==> config.mk <==
export PLATFORM = sky130hd
export DESIGN_NAME = alarm_priority_queue_top
export DESIGN_NICKNAME = d
export VERILOG_FILES = /design/src/hw/rtl/apq_pkg.sv /design/src/hw/rtl/alarm_priority_queue_top.sv /design/src/hw/rtl/apq_ring.sv
export SDC_FILE = /design/constraint.sdc
export NUM_CORES = 1
export LEC_CHECK = 0
export BUFFER_PORTS_ARGS = -buffer_cell sky130_fd_sc_hd__clkbuf_2
export CORE_MARGIN = 2
export CORE_UTILIZATION = 35
export CTS_CLUSTER_SIZE = 14
export DETAILED_ROUTE_END_ITERATION = 12
export PLACE_DENSITY_LB_ADDON = 0.3
export SLEW_MARGIN = 20
export SYNTH_ARGS = -nofsm -noshare
export SYNTH_HDL_FRONTEND = slang
export SYNTH_SLANG_ARGS = --single-unit
==> constraint.sdc <==
create_clock -name i_clk -period 4.6 [get_ports i_clk]
set_input_delay 0.92 -clock i_clk [delete_from_list [all_inputs] [get_ports i_clk]]
set_output_delay 0.92 -clock i_clk [all_outputs]
set_load 0.01 [all_outputs]
==> src/hw/rtl/apq_pkg.sv <==
// apq_pkg: shared types and codes for the alarm priority queue.
// Used by the ring buffer, the top level and the port checker; no dependencies.
`timescale 1ns / 1ps
`default_nettype none

package apq_pkg;

    // Command field codes
    localparam logic CMD_SEND = 1'b0;
    localparam logic CMD_RECV = 1'b1;

    // Kind field codes (send only)
    localparam logic KIND_NORMAL = 1'b0;
    localparam logic KIND_ALARM  = 1'b1;

    // Result status codes
    typedef enum logic [2:0] {
        ST_SENT       = 3'd0,
        ST_ALARM_BUSY = 3'd1,
        ST_FIFO_FULL  = 3'd2,
        ST_GOT_ALARM  = 3'd3,
        ST_GOT_NORMAL = 3'd4,
        ST_EMPTY      = 3'd5
    } t_status;

    // Request from the command decode to the ring buffer
    typedef struct packed {
        logic push;
        logic pop;
    } t_ring_cmd;

endpackage

`default_nettype wire

==> src/hw/rtl/alarm_priority_queue_top.sv <==
// alarm_priority_queue_top: command decode, alarm slot and result pipeline.
// Depends on apq_pkg and apq_ring.
`timescale 1ns / 1ps
`default_nettype none

// One command (send or receive) is taken per cycle while o_stall is low and gives
// exactly one result: the decision and all state updates happen in the transfer
// cycle, the ring memory read lands in the next, and the result then passes from
// stage 1 into the output register and sits there until taken. The result path
// holds two entries (one in flight plus the output register) behind the single
// memory read port; while a result is stalled, one more command is still taken.
// Normal messages go to a ring of FIFO_DEPTH entries, the alarm has a slot of its
// own and is always received first. No clearing pass is needed after reset.
module alarm_priority_queue_top
    import apq_pkg::*;
#(
    parameter int FIFO_DEPTH = 16,
    parameter int MSG_WIDTH  = 32
) (
    input  wire logic        i_clk,
    input  wire logic        i_rst_n,
    input  wire logic        i_valid,
    output logic             o_stall,
    input  wire logic        i_command,
    input  wire logic        i_kind,
    input  wire logic [31:0] i_message_in,
    output logic             o_valid,
    input  wire logic        i_stall,
    output logic      [2:0]  o_status,
    output logic      [31:0] o_message_out,
    output logic      [4:0]  o_total_count,
    output logic             o_alarm_present
);

    localparam int STORE_W = (MSG_WIDTH < 32) ? MSG_WIDTH : 32;
    localparam int CNT_W   = $clog2(FIFO_DEPTH + 1);
    localparam int TOT_W   = (CNT_W + 1 > 5) ? CNT_W + 1 : 5;

    t_ring_cmd          ring_cmd;
    logic [STORE_W-1:0] ring_rd_data;
    logic [CNT_W-1:0]   ring_count;

    logic               accept;
    logic               s1_move;
    logic               n_alarm_valid;
    logic [STORE_W-1:0] n_alarm_handle;
    t_status            n_status;
    logic               n_use_ring;
    logic [STORE_W-1:0] n_msg;
    logic [CNT_W-1:0]   n_count;
    logic [TOT_W-1:0]   n_total;

    logic               r_alarm_valid;
    logic [STORE_W-1:0] r_alarm_handle;

    logic               r_s1_valid;
    t_status            r_s1_status;
    logic               r_s1_use_ring;
    logic [STORE_W-1:0] r_s1_msg;
    logic [4:0]         r_s1_total;
    logic               r_s1_alarm;

    logic               r_out_valid;
    t_status            r_out_status;
    logic [31:0]        r_out_msg;
    logic [4:0]         r_out_total;
    logic               r_out_alarm;

    // Handshake: stage 1 drains into the output register when it is free or taken
    assign s1_move = r_s1_valid && (!r_out_valid || !i_stall);
    assign o_stall = r_s1_valid && !s1_move;
    assign accept  = i_valid && !o_stall;

    // Command decode and next state of the alarm slot and ring
    always_comb begin
        ring_cmd       = '0;
        n_alarm_valid  = r_alarm_valid;
        n_alarm_handle = r_alarm_handle;
        n_status       = ST_EMPTY;
        n_use_ring     = 1'b0;
        n_msg          = '0;
        n_count        = ring_count;
        if (i_command == CMD_SEND) begin
            if (i_kind == KIND_ALARM) begin
                if (r_alarm_valid) begin
                    n_status = ST_ALARM_BUSY;
                end else begin
                    n_alarm_valid  = 1'b1;
                    n_alarm_handle = i_message_in[STORE_W-1:0];
                    n_status       = ST_SENT;
                end
            end else if (ring_count == CNT_W'(FIFO_DEPTH)) begin
                n_status = ST_FIFO_FULL;
            end else begin
                ring_cmd.push = accept;
                n_count       = ring_count + 1'b1;
                n_status      = ST_SENT;
            end
        end else begin
            if (r_alarm_valid) begin
                n_msg         = r_alarm_handle;
                n_alarm_valid = 1'b0;
                n_status      = ST_GOT_ALARM;
            end else if (ring_count != '0) begin
                ring_cmd.pop = accept;
                n_use_ring   = 1'b1;
                n_count      = ring_count - 1'b1;
                n_status     = ST_GOT_NORMAL;
            end else begin
                n_status = ST_EMPTY;
            end
        end
        n_total = TOT_W'(n_count) + TOT_W'(n_alarm_valid);
    end

    apq_ring #(
        .FIFO_DEPTH (FIFO_DEPTH),
        .DATA_W     (STORE_W),
        .CNT_W      (CNT_W)
    ) u_ring (
        .i_clk     (i_clk),
        .i_rst_n   (i_rst_n),
        .i_cmd     (ring_cmd),
        .i_data    (i_message_in[STORE_W-1:0]),
        .o_rd_data (ring_rd_data),
        .o_count   (ring_count)
    );

    // Alarm slot
    always_ff @(posedge i_clk) begin
        if (!i_rst_n) begin
            r_alarm_valid <= 1'b0;
        end else if (accept) begin
            r_alarm_valid <= n_alarm_valid;
        end
    end

    always_ff @(posedge i_clk) begin
        if (accept) begin
            r_alarm_handle <= n_alarm_handle;
        end
    end

    // Stage 1: waits for the ring read data
    always_ff @(posedge i_clk) begin
        if (!i_rst_n) begin
            r_s1_valid <= 1'b0;
        end else if (accept) begin
            r_s1_valid <= 1'b1;
        end else if (s1_move) begin
            r_s1_valid <= 1'b0;
        end
    end

    always_ff @(posedge i_clk) begin
        if (accept) begin
            r_s1_status   <= n_status;
            r_s1_use_ring <= n_use_ring;
            r_s1_msg      <= n_msg;
            r_s1_total    <= n_total[4:0];
            r_s1_alarm    <= n_alarm_valid;
        end
    end

    // Output register
    always_ff @(posedge i_clk) begin
        if (!i_rst_n) begin
            r_out_valid <= 1'b0;
        end else if (s1_move) begin
            r_out_valid <= 1'b1;
        end else if (!i_stall) begin
            r_out_valid <= 1'b0;
        end
    end

    always_ff @(posedge i_clk) begin
        if (s1_move) begin
            r_out_status <= r_s1_status;
            r_out_msg    <= r_s1_use_ring ? 32'(ring_rd_data) : 32'(r_s1_msg);
            r_out_total  <= r_s1_total;
            r_out_alarm  <= r_s1_alarm;
        end
    end

    assign o_valid         = r_out_valid;
    assign o_status        = r_out_status;
    assign o_message_out   = r_out_msg;
    assign o_total_count   = r_out_total;
    assign o_alarm_present = r_out_alarm;

endmodule

`default_nettype wire

==> src/hw/rtl/apq_ring.sv <==
// apq_ring: ring buffer of normal messages in a synchronous memory.
// Depends on apq_pkg (t_ring_cmd). Read data is registered and holds until the next pop.
`timescale 1ns / 1ps
`default_nettype none

module apq_ring
    import apq_pkg::*;
#(
    parameter int FIFO_DEPTH = 16,
    parameter int DATA_W     = 32,
    parameter int CNT_W      = $clog2(FIFO_DEPTH + 1)
) (
    input  wire logic              i_clk,
    input  wire logic              i_rst_n,
    input  wire t_ring_cmd         i_cmd,
    input  wire logic [DATA_W-1:0] i_data,
    output logic      [DATA_W-1:0] o_rd_data,
    output logic      [CNT_W-1:0]  o_count
);

    localparam int AW = (FIFO_DEPTH > 1) ? $clog2(FIFO_DEPTH) : 1;
    localparam logic [AW-1:0] LAST = AW'(FIFO_DEPTH - 1);

    logic [DATA_W-1:0] r_mem [FIFO_DEPTH];
    logic [AW-1:0]     r_rd_ptr;
    logic [AW-1:0]     r_wr_ptr;
    logic [CNT_W-1:0]  r_count;
    logic [DATA_W-1:0] r_rd_data;
    logic [AW-1:0]     n_rd_ptr;
    logic [AW-1:0]     n_wr_ptr;
    logic [CNT_W-1:0]  n_count;

    // Pointer wrap and occupancy; the caller never pushes when full or pops when empty
    always_comb begin
        n_rd_ptr = r_rd_ptr;
        n_wr_ptr = r_wr_ptr;
        n_count  = r_count;
        if (i_cmd.push) begin
            n_wr_ptr = (r_wr_ptr == LAST) ? '0 : r_wr_ptr + 1'b1;
            n_count  = r_count + 1'b1;
        end else if (i_cmd.pop) begin
            n_rd_ptr = (r_rd_ptr == LAST) ? '0 : r_rd_ptr + 1'b1;
            n_count  = r_count - 1'b1;
        end
    end

    always_ff @(posedge i_clk) begin
        if (!i_rst_n) begin
            r_rd_ptr <= '0;
            r_wr_ptr <= '0;
            r_count  <= '0;
        end else begin
            r_rd_ptr <= n_rd_ptr;
            r_wr_ptr <= n_wr_ptr;
            r_count  <= n_count;
        end
    end

    // Memory: one write port, one registered read port.
    // A push and a pop never share a cycle, and a write lands before a later read.
    always_ff @(posedge i_clk) begin
        if (i_cmd.push) begin
            r_mem[r_wr_ptr] <= i_data;
        end
        if (i_cmd.pop) begin
            r_rd_data <= r_mem[r_rd_ptr];
        end
    end

    assign o_rd_data = r_rd_data;
    assign o_count   = r_count;

endmodule

`default_nettype wire

# After elaboration in Yosys (flattened, before gate mapping)
# Memories as Yosys holds them, arrays and structs flattened. A register that Yosys moved wholly into a read port is not among the register bits.
# Cells that the tools add are included.
totals:
  reg_bits: 131
  ram_bits: 512
  inputBits: 38
  output_inout_bits: 43
  wordCells: 75
  memories: 1
memory_table:
  columns: ["memory", "words", "width", "rd", "rd_ports_with_merged_regs", "write_ports", "line", "text"]
  rows:
  - ["u_ring.r_mem", 16, 32, 1, 1, 1, "apq_ring.sv:24", "logic [DATA_W-1:0] r_mem [FIFO_DEPTH];"]
op_classes:
  add_sub_neg: 5
  n_eq_ne: 4
  n_mux: 31
  bitwise_logic: 3
  n_reduce_logical: 15
ops:
  columns: ["operator", "count"]
  rows:
  - ["$mux 5", 7]
  - ["$mux 32", 1]
  - ["$mux 1", 17]
  - ["$mux 3", 3]
  - ["$add 4x1->4 const B", 2]
  - ["$eq 4x4->1 const B", 2]
  - ["$mux 4", 2]
  - ["$add 5x1->5", 1]
  - ["$add 5x1->5 const B", 1]
  - ["$eq 5x5->1 const B", 1]
  - ["$reduce_bool 5->1", 1]
  - ["$sub 5x1->5 const B", 1]
  - ["$logic_not 1->1", 4]
  - ["$reduce_and 2->1", 2]
  - ["$reduce_and 4->1", 1]
  - ["$reduce_bool 2->1", 2]
  - ["$logic_and 1x1->1", 3]
  - ["$not 1->1", 3]
  - ["$mux 2", 1]
  - ["$ne 2x1->1 const B", 1]
  - ["$reduce_or 2->1", 1]
  - ["$logic_or 1x1->1", 1]

# Depth between registers and ports, before layout
# Gate-level depths: netlist (run 1).
depth:
  ltp_word: 12
  mapped_depth: 11
  mapped_depth_nobuf: 11

# Modules after synthesis
# From an unflattened synthesis (run 1), not the netlist that was laid out.
unflattened:
  hier_cells: 1181
  hier_area_um2: 25528.2
by_module_without_submodules:
  columns: ["mod", "n_inst", "cells_per_inst", "area_each_um2", "seq_area_each_um2"]
  rows:
  - ["apq_ring", 1, 920, 20920.1, 16595.9]
  - ["alarm_priority_queue_top", 1, 261, 4608.2, 3513.4]

# Worst setup path after synthesis (run 1)
# No wires, ideal clock.
synth_timing:
  kind: "input to register"
  from: "input i_stall"
  to: "register r_out_alarm, in the netlist o_alarm_present (enable)"
  arrival_time_ps: 3941
  slack_ps: 157
  cell_stages: 1
  path_buffers: 0
  path_cell_list: "a21boi_0"
synth_via:
  elab_chain_cells: 3
synth_lines:
  columns: ["element", "line", "text"]
  rows:
  - ["start, declared", "alarm_priority_queue_top.sv:28", "input wire logic i_stall,"]
  - ["$logic_not 1->1", null, null]
  - ["$logic_or 1x1->1", "alarm_priority_queue_top.sv:70", "assign s1_move = r_s1_valid && (!r_out_valid || !i_stall);"]
  - ["$logic_and 1x1->1", "alarm_priority_queue_top.sv:70", null]
  - ["end signal, assigned", "alarm_priority_queue_top.sv:181", "r_out_alarm <= r_s1_alarm;"]
  - ["end, declared", "alarm_priority_queue_top.sv:67", "logic r_out_alarm;"]
# No other way between the ends.
# A chain may end at the register's enable or synchronous reset.

# Worst setup path after layout (run 1)
layout_timing:
  from: "register u_ring.r_count[0], in the netlist u_ring.o_count[0]"
  to: "memory u_ring.r_mem[0][26] (enable)"
layout_via:
  elab_chain_cells: 6
layout_lines:
  columns: ["element", "line", "text"]
  rows:
  - ["start, declared", "apq_ring.sv:27", "logic [CNT_W-1:0] r_count;"]
  - ["start signal, assigned", "apq_ring.sv:55", "r_count <= n_count;"]
  - ["$eq 5x5->1", "alarm_priority_queue_top.sv:92", "end else if (ring_count == CNT_W'(FIFO_DEPTH)) begin"]
  - ["$mux 1", "alarm_priority_queue_top.sv:92", null]
  - ["$mux 1", "alarm_priority_queue_top.sv:84", "if (i_kind == KIND_ALARM) begin"]
  - ["$mux 1", "alarm_priority_queue_top.sv:83", "if (i_command == CMD_SEND) begin"]
  - ["$mux 1", "apq_ring.sv:62", "if (i_cmd.push) begin"]
  - ["$mux 1 (not written as such)", "apq_ring.sv:63", "r_mem[r_wr_ptr] <= i_data;"]
  - ["end, declared", "apq_ring.sv:24", null]
# No other way between the ends.

==> results of run 1 <==
per-layer routing:
| layer | track usage, % | up-vias | share of wire [%] |
|---|---|---|---|
| li1 | - | 4891 | - |
| met1 | 23.1 | 6193 | 47 |
| met2 | 20.8 | 369 | 42 |
| met3 | 4.21 | 66 | 8.7 |
| met4 | 4.06 | 4 | 1.6 |
| met5 | 0 | - | 0.048 |
worst max-delay path, delay by kind of cell, from the launching register on:
family	cells	cell delay [ns]
buf+inv	1	0.11
fa+ha+maj	1	0.31
flops	1	0.43
simple gates	4	2.08
cell families (layout without fill, tap and decap cells):
group	Yosys count	after routing	share of synthesized area, %
buffers and inverters	66	238	1.31
DFF	675	675	78.8
and+or+nand+nor	114	114	2.54
muxes	195	195	15.7
AOI/OAI and AO/OA	36	36	0.868
other	0	1	0
adders and majority gates	9	9	0.441
xor gates and xnor gates	10	10	0.343
per-stage QoR:
step                      hold slack (ns)  cell area [µm²]  setup slack, ns  utilization, %
after floorplan                     0.400            25500            0.157               -
after global placement              0.401            27100             1.09            37.7
after detailed placement            0.406            27100            0.927            37.7
after CTS                           0.420            29200             1.30            40.7
after global routing                0.432            29200             1.05            40.7
final                               0.415            29200             1.27            40.7
sequential cells by signal, summed over array words and instances (netlist names), 3 cells and up:
| register | cells |
|---|---|
| o_total_count | 5 |
| u_ring.o_count | 5 |
| u_ring.r_wr_ptr | 4 |
| r_s1_msg | 32 |
| u_ring.o_rd_data | 32 |
| r_s1_total | 5 |
| u_ring.r_mem | 512 |
| r_alarm_handle | 32 |
| r_s1_status | 3 |
| o_status | 3 |
| u_ring.r_rd_ptr | 4 |
| o_message_out | 32 |
power by group:
part           internal [mW]  total [mW]  switching [mW]
Sequential              6.90        6.98          0.0800
Combinational          0.423       0.956           0.532
Clock                   3.11        5.40            2.29
final timing paths:
| path | from | end | slack [ns] | cells past startpoint |
|---|---|---|---|---|
| worst max-delay path | u_ring.o_count[0] | u_ring.r_mem[0][26] | 1.27 | 6 |
| worst min-delay path | r_s1_status[1] | o_status[1] | 0.42 | 0 |
| worst max register to register | u_ring.o_count[0] | u_ring.r_mem[0][26] | 1.27 | 6 |
| worst min register to register | r_s1_status[1] | o_status[1] | 0.42 | 0 |
Yosys cell counts (9+ instances only):
| library cell | instances | area [µm²] |
|---|---|---|
| sky130_fd_sc_hd__nand2_1 | 18 | 67.6 |
| sky130_fd_sc_hd__nand3_1 | 10 | 50.1 |
| sky130_fd_sc_hd__mux2_2 | 32 | 360 |
| sky130_fd_sc_hd__edfxtp_1 | 659 | 19800 |
| sky130_fd_sc_hd__ha_1 | 9 | 113 |
| sky130_fd_sc_hd__mux4_2 | 160 | 3600 |
| sky130_fd_sc_hd__clkbuf_1 | 26 | 97.6 |
| sky130_fd_sc_hd__a21oi_1 | 11 | 55.1 |
| sky130_fd_sc_hd__buf_6 | 10 | 113 |
| sky130_fd_sc_hd__dfxtp_1 | 16 | 320 |
| sky130_fd_sc_hd__and3_1 | 44 | 275 |
| sky130_fd_sc_hd__buf_1 | 12 | 45.0 |
| sky130_fd_sc_hd__nor2_1 | 17 | 63.8 |
area by class of cell:
class	instances	share of cell area, %
Sequential cell	675	68.8
Multi-Input combinational cell	364	17.5
Clock buffer	89	6.38
Tap cell	950	4.07
Timing Repair Buffer	101	2.04
Clock inverter	38	1.06
Inverter	10	0.128
Antenna cell	1	0.00856
==> results.txt, run 1 <==
- Number of remaining DRC errors: 0
* Max Clock Freq: 301 MHz
* Die width: between 200 and 300 µm
* Multi-input gate area: 0.00512 mm²
- The worst hold path belongs to the class reg2reg.
* Area added between synthesis and finish: 14.6%
- After clock tree synthesis, the flow added hold-fix buffers numbering 0.
- Data required time of the critical path: 4.81 ns
- The count of nets left with antenna violations once routing finished came out at 0.
* Most common library cell in the layout ignoring fill and taps: sky130_fd_sc_hd__edfxtp_1
- Count of endpoints failing hold in the final timing report: 0
* Layout Skew: 0.0166 ns
- Unrepaired setup endpoints after global routing: false
- Number of storage elements in the synthesis netlist: about 680
- Initial DRT Pass Iterations: 5
* Number of top-level design ports: 81
- Total routing resource utilization after global routing: between 10% and 20%
* Placed wire-length estimate after detailed placement: between 30 and 40 mm
- Total congestion overflow after global routing: 0
* Total power of the final layout: 13.3 mW
* Setup-failing EPs final: 0
- Highest-count cells in the layout ignoring fill and taps: 659 x sky130_fd_sc_hd__edfxtp_1, 160 x sky130_fd_sc_hd__mux4_2, 80 x sky130_fd_sc_hd__clkbuf_2
- Asr flop ratio synth: 0%
- In this run the worst path has a maximum fanout of 32.
* Slowest-stage cell, CP: sky130_fd_sc_hd__and2_2
- Yosys mapped a number of flops with a built-in enable equal to 659.
* Input/output buffers: 80
* Average wire per standard cell: 25.1 µm
* Clock Latency Late Sink: 0.59 ns
- The number of clock buffers added by TritonCTS is 69.
- H-Tree Depth: 3
- Cell variety after synth: 47
* Mapped Nets: between 1k and 1.5k
* Max-cap violation count: 0
- Root Driver: sky130_fd_sc_hd__clkbuf_16
* Number of fillers in the final layout: 6358
* Start-to-end type of the worst setup path: reg2reg
- Register area share after synthesis: about 80%
* Sequential cell area: 0.0201 mm²
- Fin crit share: between 70% and 80%
- Worst slew margin relative to its limit: about 37%
- Most used flip-flop cell after synthesis: sky130_fd_sc_hd__edfxtp_1
- In the routed layout, each cell is associated on average with a via count of 5.17.
- The die is 274 µm tall.
- Cell Area, Synth: around 0.026 mm²
- In the final layout, the share of cells above drive strength 1 is 32.7%.
* Cell Rows: 98
- The clock net in this run drives a total of approximately 680 sinks.
* Time the worst path needs with I/O delays and setup: 3.33 ns
- Post-route non-filler standard cell count: 2228
- The via count of the first global-routing pass was 11.7k.
- Maximum number of pins on one net before global-route repair: 59
* Total placed cells including tap cells: 2100
- The final layout contains 1268 nets.
* Slowest cell delay on critical path: 0.85 ns
- Synthesis produced a netlist whose cell count is 1105.
- Yosys warnings: 0
- Full die area: 0.0751 mm²
* Core Box Area: 0.0719 mm²
- The worst setup path is launched from a register.
* Antenna violations before repair: 5
- Each instance of the synthesized netlist takes up on average 23.1 µm².
- Status: finished clean
- Summed over all layers, the routed wires come to between 50 and 60 mm.
- The clock passes through at most 3 buffers.
* Slew at the pin closest to its max-slew limit: between 0.9 and 1 ns
- The number of pins exceeding their max-slew limit in the final report was 0.
- Power density relative to cell area: 456 mW/mm²
- VDD sags by at most 0.000260 V.
- After clock tree synthesis, the clock-pin slew on the worst setup and hold paths is 0.06 ns.
* Placer's final routability congestion estimate: 0.785
* Clock tree from TritonCTS: done
- For the worst setup path, the data arrival time is 3.53 ns.
* Global-route wire length before repair: 81.0 mm
- Starting density of the core: 35.5%
* Number of instances resized during post-cts repair: 0
* Lkg Pwr: 9.22 nW
- Once the clock tree was built, the setup fixing pass inserted 0 buffers.
- List of cells traversed by the critical path: inv_1, ha_1, nand4bb_1, nand4_1, nor3_1, and2_2
- For this block, the via count after detailed routing is 11.5k.
* Number of violations reported at the end of detailed-routing iteration 0: 1207
- Critical path endpoint category: register
* Summed negative setup slack over all endpoints: 0 ns
Power figures use the tool's default switching activity.
==> run 2, diff against run 1 <==
==> constraint.sdc (replaced) <==
create_clock -name i_clk -period 3.1 [get_ports i_clk]
set_input_delay 0.62 -clock i_clk [delete_from_list [all_inputs] [get_ports i_clk]]
set_output_delay 0.62 -clock i_clk [all_outputs]
set_load 0.01 [all_outputs]
==> run 2 against run 1 <==
Against the previous run:
- non-clock buffer count increased by 31
- sequential power increased by 48%
- total power increased by 50%
- register-to-register slack got worse by 0.81 ns
- critical path depth increased by 1
- hold slack got worse by 0.058 ns
- critical path type unchanged
- largest cell class unchanged
==> results.txt, run 2 (synthesis results as in run 1) <==
- The flow ran to the end, and the final reports show no timing, DRC or antenna violations.
- After detailed routing, the number of remaining DRC violations is 0.
- Max Clock Freq: 379 MHz
- Post-detailed-route via-to-cell ratio: 5.14
- Initial DRT Pass Iterations: 5
- Setup violations remaining at the end of the flow were counted as 0.
* Endpoint with the worst hold slack: o_valid
- Number of violations reported at the end of detailed-routing iteration 0: between 800 and 900
- The die covers 0.0751 mm².
* Data required time of the critical path: 3.35 ns
* Layout cell share with drive strength beyond 1: 34.4%
- More flip-flops sit in one register than any other, and that register is u_ring.r_mem.
* Clock tree from TritonCTS: done
- The first global-routing pass estimated roughly 83 mm of wire.
- ANT nets after route: 0
- Number of vias after detailed routing: 11.6k
- Sequential power share: between 50% and 60%
- Highest-count cells in the layout ignoring fill and taps: 659 x sky130_fd_sc_hd__edfxtp_1, 160 x sky130_fd_sc_hd__mux4_2, 80 x sky130_fd_sc_hd__clkbuf_2
- Routability-driven placement finished with a final weighted congestion of between 0.7 and 0.8.
- STA classifies the critical path startpoint as a register.
* Switching pwr: approximately 4.3 mW
- Layout Skew: around 0.024 ns
- Clock-pin slew was measured on the worst setup and hold paths at 0.06 ns.
- Launch instance of the worst min-delay path: i_stall
- Reg-to-reg critical path startpoint: u_ring.o_count[0]
- Headroom to the max-slew limit came out at 56.4%.
- In the final routed layout, each cell accounts on average for approximately 25 µm.
* Die width: approximately 270 µm
- The endpoint identified for the worst register-to-register timing path is u_ring.r_mem[3][11].
* Time the worst path needs with I/O delays and setup: 2.64 ns
- Before CTS, the worst setup slack after placement is 0.439 ns.
- The internal power of the cells totals 15.7 mW.
- For the worst flop-to-flop path, the logic depth is 7.
* Number of global-route vias before repair: 12.2k
* Clock Latency Late Sink: between 0.6 and 0.7 ns
- Number of instances resized during post-cts repair: 0
* Worst min-delay path class: in2reg
- CTS placed an instance of sky130_fd_sc_hd__clkbuf_16 at the clock tree root.
- In this run switching power makes up 21.7% of total power.
- The count of buffers added on input and output ports is 80.
- For this design the ratio of total power to cell area is 671 mW/mm².
- Total congestion overflow after global routing: 0
* Most common library cell in the layout ignoring fill and taps: sky130_fd_sc_hd__edfxtp_1
- Cell Rows: 98
* Count of nets after finishing: about 1.3k
- The number of pins exceeding their max-slew limit in the final report is 0.
- Entering global routing, the biggest net connects 41 pins.
- Number of top-level design ports: between 80 and 90
- List of cells traversed by the critical path: inv_1, ha_1, nand4bb_1, nand4_1, nor3_1, and2_2, buf_4
- Summed negative setup slack over all endpoints: 0 ns
- TritonCTS Buffers: between 70 and 80
- Count of endpoints failing hold in the final timing report: 0
- On the worst path, the slowest cell contributes a delay of 0.42 ns.
* Starting density of the core: 35.5%
- Together, buffers and inverters on the worst path number 2.
- STA classifies the critical path endpoint as a register.
- Wires add up to 56.6 mm.
* Reg2reg setup slack: 0.46 ns
* Area added between synthesis and finish: 16.9%
- From bottom edge to top edge, the die measures about 270 µm.
* Cells on Worst Hold Path: 3
- Hold_buf cts: 0
* Placed wire-length estimate after detailed placement: 32.7 mm
- Setup repair after global routing left no endpoint under its margin.
- Slew at the pin closest to its max-slew limit: 0.654 ns
- Core Box Area: 0.0719 mm²
* Clock Sink Count: roughly 680
- Number of flip-flops in the largest register: 512
* Slowest-stage cell, CP: sky130_fd_sc_hd__dfxtp_1
- H-Tree Depth: 3
- Combinational power share: 7.1%
- Antenna violations before repair: 3
* Cell family with the largest share of critical-path delay: simple AND/OR/NAND/NOR gates
* Critical path fanouts, max: 18
* Lkg Pwr: 9.49 nW
* Total routing resource utilization after global routing: 15.3%
* Worst supply voltage drop on vdd: 0.000426 V
* Post-CTS setup-driven buffer insertion count: 0
- 0 antenna diodes ended up in the layout.
- By startpoint and endpoint, the worst setup path is classified as reg2reg.
- Once routing completed, OpenROAD measured the worst setup slack at 0.463 ns.
* Clock power share: between 40% and 50%
* Max-cap violation count: 0
- Clock Path Buffers: 3
* Fin crit share: 85.1%
- Worst endpoint data arrival time: 2.89 ns
-- run 2: changes by cell type in the layout (fill, tap and decap cells not counted), sizes merged --
cell	before	now
buf	21	52
clkinvlp	1	2
diode	1	0
clkbuf	169	172
clkinv	30	33
-- run 2: worst register-to-register path, stage by stage (launching register included) --
cell	delay, ns
sky130_fd_sc_hd__dfxtp_1	0.42
sky130_fd_sc_hd__inv_1	0.11
sky130_fd_sc_hd__ha_1	0.29
sky130_fd_sc_hd__nand4bb_1	0.17
sky130_fd_sc_hd__nand4_1	0.37
sky130_fd_sc_hd__nor3_1	0.39
sky130_fd_sc_hd__and2_2	0.22
sky130_fd_sc_hd__buf_4	0.32
-- run 2: cell type report --
cell class,count,area [µm²]
Fill cell,6246,42000
Inverter,10,37.5
Clock buffer,92,1930
Timing Repair Buffer,132,1070
Tap cell,950,1190
Sequential cell,675,20100
Multi-Input combinational cell,364,5130
Clock inverter,42,358
-- run 2: power groups by stage --
stage                     Combinational [mW]  Clock (mW)  Sequential, mW
after global placement                  1.44           0            10.5
after detailed placement                1.45           0            10.5
after global routing                    1.55        8.82            10.3
after CTS                               1.45        8.47            10.3
after floorplan                        0.947           0            10.5
final                                   1.41        8.28            10.3
-- run 2: how the worst max path moves through the flow --
stage | from | endpoint | slack (ns) | cells past startpoint
after floorplan | i_stall | o_alarm_present | 0.05 | 1
after global placement | i_kind | u_ring.r_mem[3][14] | 0.43 | 6
after detailed placement | i_kind | u_ring.r_mem[3][14] | 0.44 | 6
after CTS | u_ring.o_count[0] | r_s1_total[4] | 0.47 | 11
after global routing | u_ring.o_count[0] | r_s1_total[4] | 0.24 | 11
final | u_ring.o_count[0] | u_ring.r_mem[3][11] | 0.46 | 7
-- run 2: routing by layer --
metal | GRT usage (%) | wire, µm
met5 | 0 | 0
met4 | 4.16 | 1290
met3 | 2.85 | 2840
met2 | 23.8 | 26500
met1 | 22.2 | 26000
-- run 2: through the flow --
stage | cells | utilization (%) | cell area [µm²] | hold slack (ns) | power [mW]
finish | 2265 | 41.5 | 29800 | 0.358 | 20.0
CTS | 2265 | 41.5 | 29800 | 0.327 | 20.3
global route | 2265 | 41.5 | 29800 | 0.349 | 20.7
global placement | 2131 | 38.3 | 27500 | 0.403 | 12.0
detailed placement | 2131 | 38.3 | 27500 | 0.405 | 12.0
floorplan | 1105 | - | 25500 | 0.400 | 11.4
==> run 3, diff against run 2 <==
--- a/config.mk
+++ b/config.mk
@@ -7,7 +7,7 @@
 export LEC_CHECK = 0
 export BUFFER_PORTS_ARGS = -buffer_cell sky130_fd_sc_hd__clkbuf_2
 export CORE_MARGIN = 2
-export CORE_UTILIZATION = 35
+export CORE_UTILIZATION = 45
 export CTS_CLUSTER_SIZE = 14
 export DETAILED_ROUTE_END_ITERATION = 12
 export PLACE_DENSITY_LB_ADDON = 0.3
==> constraint.sdc (replaced) <==
create_clock -name i_clk -period 3 [get_ports i_clk]
set_input_delay 0.6 -clock i_clk [delete_from_list [all_inputs] [get_ports i_clk]]
set_output_delay 0.6 -clock i_clk [all_outputs]
set_load 0.01 [all_outputs]
==> run 3 against run 2 <==
Against the previous run:
- global-route usage increased by 3.0 points
- clock power decreased by 2%
- cell area decreased by 1.7%
- core utilization increased by 11 points
- sequential cell count unchanged
- sequential share of layout area increased by 1.1 points
- die area decreased by 22%
- critical path type unchanged
- combinational power about the same
- largest power group unchanged
- first-iteration DRC count increased by 17%
- clock-buffer cell count decreased by 13
- maximum frequency decreased by 3.8%
==> results.txt, run 3 (synthesis results as in run 1) <==
- The number of antenna diodes in the final layout is 0.
- The worst path needs 2.74 ns of the cycle, external delays included.
* Most common library cell in the layout ignoring fill and taps: sky130_fd_sc_hd__edfxtp_1
- The H-tree generated during clock tree synthesis spans 3 levels.
* Clock Sink Count: between 600 and 700
* Number of vias after detailed routing: 11.6k
* Core Box Area: around 0.056 mm²
- Vert. Die Dim: 242 µm
- Routability-driven placement finished with a final weighted congestion of 0.775.
- Static timing analysis puts the maximum clock frequency at 365 MHz.
- Initial DRT Pass Iterations: 5
- Root Driver: sky130_fd_sc_hd__clkbuf_16
* Setup-failing EPs final: 0
- Row generation in the floorplan step produced 87 rows.
- Slowest cell delay on critical path: 0.42 ns
* Drt total wl: 52.4 mm
* Number of fillers in the final layout: 4360
- Max-cap violation count: 0
- Clock-pin slew was measured on the worst setup and hold paths at 0.06 ns.
- Destination of the critical timing path: u_ring.r_mem[2][2]
- Setup repair after global routing left no endpoint under its margin.
- Placed Area: 0.0272 mm²
- The number of clock buffers added by TritonCTS is 69.
* Global-route wire length before repair: approximately 79 mm
- 81 I/O pins were placed.
- The flow ran to the end, and the final reports show no timing, DRC or antenna violations.
* Full die area: 0.0586 mm²
* Count of nets after finishing: 1300
- Final Slew Violations: 0
- Slowest-stage cell, CP: sky130_fd_sc_hd__dfxtp_1
- Area added between synthesis and finish: 15.0%
* Count of endpoints failing hold in the final timing report: 0
* Total congestion overflow after global routing: 0
* Fin crit share: 91.4%
* Number of violations reported at the end of detailed-routing iteration 0: 995
- In this run, post-CTS hold repair placed 0 buffers.
* Placed wire-length estimate after detailed placement: 29.9 mm
- The clock reaches the later pin of the worst-skew pair after just over 0.6 ns.
- Layout Skew: roughly 0.017 ns
* Clock tree from TritonCTS: done
* Cell family with the largest share of critical-path delay: simple AND/OR/NAND/NOR gates
* R2R cell count: 7
- The critical path goes through inv_1, ha_1, nand4bb_1, nand4_1, nor3_1, and2_2, buf_4.
- Across all hold checks on the routed design, the worst slack comes to 0.305 ns.
- Worst slew margin relative to its limit: 53.1%
- Summed negative setup slack over all endpoints: 0 ns
- Slew at the pin closest to its max-slew limit: 0.704 ns
- Summing all multi-input logic gate instances after layout gives a little over 0.005 mm².
- The endpoint identified for the worst register-to-register timing path is u_ring.r_mem[2][2].
- The path class of the tightest hold or removal check is in2reg.
- Critical path depth: 7
* Worst setup path startpoint: u_ring.o_count[0]
- Clock Path Buffers: 3
* Maximum number of pins on one net before global-route repair: 94
- Cells on Worst Hold Path: 3
* Start-to-end type of the worst setup path: reg2reg
- Largest Register: u_ring.r_mem
- At the worst endpoint, the arrival time is 3.05 ns.
- Reg2reg setup slack: 0.26 ns
* Number of remaining DRC errors: 0
* Antenna violations before repair: 1
- Global routing consumed, over all layers together, 18.3% of the routing resources.
- For this design the static power due to leakage is 9.41 nW.
* Post-detailed-route via-to-cell ratio: 5.62
* Starting density of the core: 45.4%
* Number of instances resized during post-cts repair: 0
- Reg-to-reg critical path startpoint: u_ring.o_count[0]
- The finished cells cover 0.0293 mm².
- Highest-count cells in the layout ignoring fill and taps: 659 x sky130_fd_sc_hd__edfxtp_1, 160 x sky130_fd_sc_hd__mux4_2, 80 x sky130_fd_sc_hd__clkbuf_2
- Worst supply voltage drop on vdd: between 0.0004 and 0.0005 V
- Critical path endpoint category: register
- Dividing the detail-routed wire length by the instance count gives 25.4 µm.
- Die width: 242 µm
- In this run the post-CTS setup repair buffer count came out at 0.
- Layout cell share with drive strength beyond 1: a little over a third
- Data required time of the critical path: 3.31 ns
- The worst setup path is launched from a register.
- ANT nets after route: 0
- Power density relative to cell area: just under 700 mW/mm²
- Number of flip-flops in the largest register: 512
- Critical path fanouts, max: 9
- In the final layout, flip-flops and latches occupy 0.0201 mm².
* Number of global-route vias before repair: 12.2k
- The critical path contains buffers and inverters numbering 2 combined.
* Input/output buffers: 80
-- run 3: changes by cell type in the layout (fill, tap and decap cells not counted) --
cell | previous run | this run
sky130_fd_sc_hd__clkbuf_16 | 74 | 69
sky130_fd_sc_hd__clkinv_1 | 17 | 14
sky130_fd_sc_hd__clkinv_8 | 3 | 4
sky130_fd_sc_hd__bufinv_16 | 4 | 3
sky130_fd_sc_hd__clkinv_4 | 0 | 1
sky130_fd_sc_hd__buf_12 | 22 | 13
sky130_fd_sc_hd__inv_6 | 2 | 3
sky130_fd_sc_hd__clkbuf_1 | 17 | 8
sky130_fd_sc_hd__clkinv_2 | 13 | 16
sky130_fd_sc_hd__buf_4 | 30 | 40
sky130_fd_sc_hd__inv_8 | 1 | 0
sky130_fd_sc_hd__clkbuf_8 | 1 | 2
-- run 3: report_power, final --
part / leakage (nW) / total, mW / switching (mW) / internal, mW
combinational: 2.21 / 1.43 / 0.759 / 0.676
sequential: 6.14 / 10.7 / 0.0965 / 10.6
clock: 1.05 / 8.09 / 3.52 / 4.57
-- run 3: area by class of cell --
class                           instances  share of cell area (%)
Inverter                               10                   0.128
Multi-Input combinational cell        364                    17.5
Timing Repair Buffer                  133                    3.28
Sequential cell                       675                    68.6
Clock inverter                         43                    1.21
Clock buffer                           79                    6.08
Tap cell                              756                    3.22
-- run 3: how the worst min path moves through the flow --
stage,from,endpoint,slack [ns]
5_1_grt,i_stall,o_valid,0.32
4_1_cts,i_stall,o_valid,0.27
2_1_floorplan,r_s1_alarm,o_alarm_present,0.40
3_5_place_dp,r_s1_total[3],o_total_count[3],0.41
3_3_place_gp,r_s1_status[1],o_status[1],0.41
6_report,i_stall,o_valid,0.31
-- run 3: per-layer routing --
metal / GRT usage, % / vias to the layer above / share of wire (%) / wire length, µm
li1: - / 4951 / - / -
met1: 26.1 / 6209 / 44 / 23100
met2: 29.1 / 342 / 48 / 25400
met3: 3.23 / 83 / 5.4 / 2860
met4: 5.61 / 0 / 2.1 / 1120
met5: 0 / - / 0 / 0
-- run 3: through the flow --
| stage | util, % | power, mW | setup slack [ns] | cells |
|---|---|---|---|---|
| 3_5_place_dp | 48.4 | 12.3 | 0.320 | 1938 |
| 3_3_place_gp | 48.4 | 12.3 | 0.420 | 1938 |
| 5_1_grt | 52.2 | 20.9 | 0.0961 | 2060 |
| 6_report | 52.2 | 20.2 | 0.258 | 2060 |
| 4_1_cts | 52.2 | 20.4 | 0.303 | 2060 |
| 2_1_floorplan | - | 11.8 | 0.156 | 1105 |
-- run 3: tightest hold or removal path: cells and delay by family --
| kind | cells | cell delay [ns] |
|---|---|---|
| buf+inv | 1 | 0.13 |
| simple gates | 1 | 0.07 |
| compound gates | 1 | 0.07 |
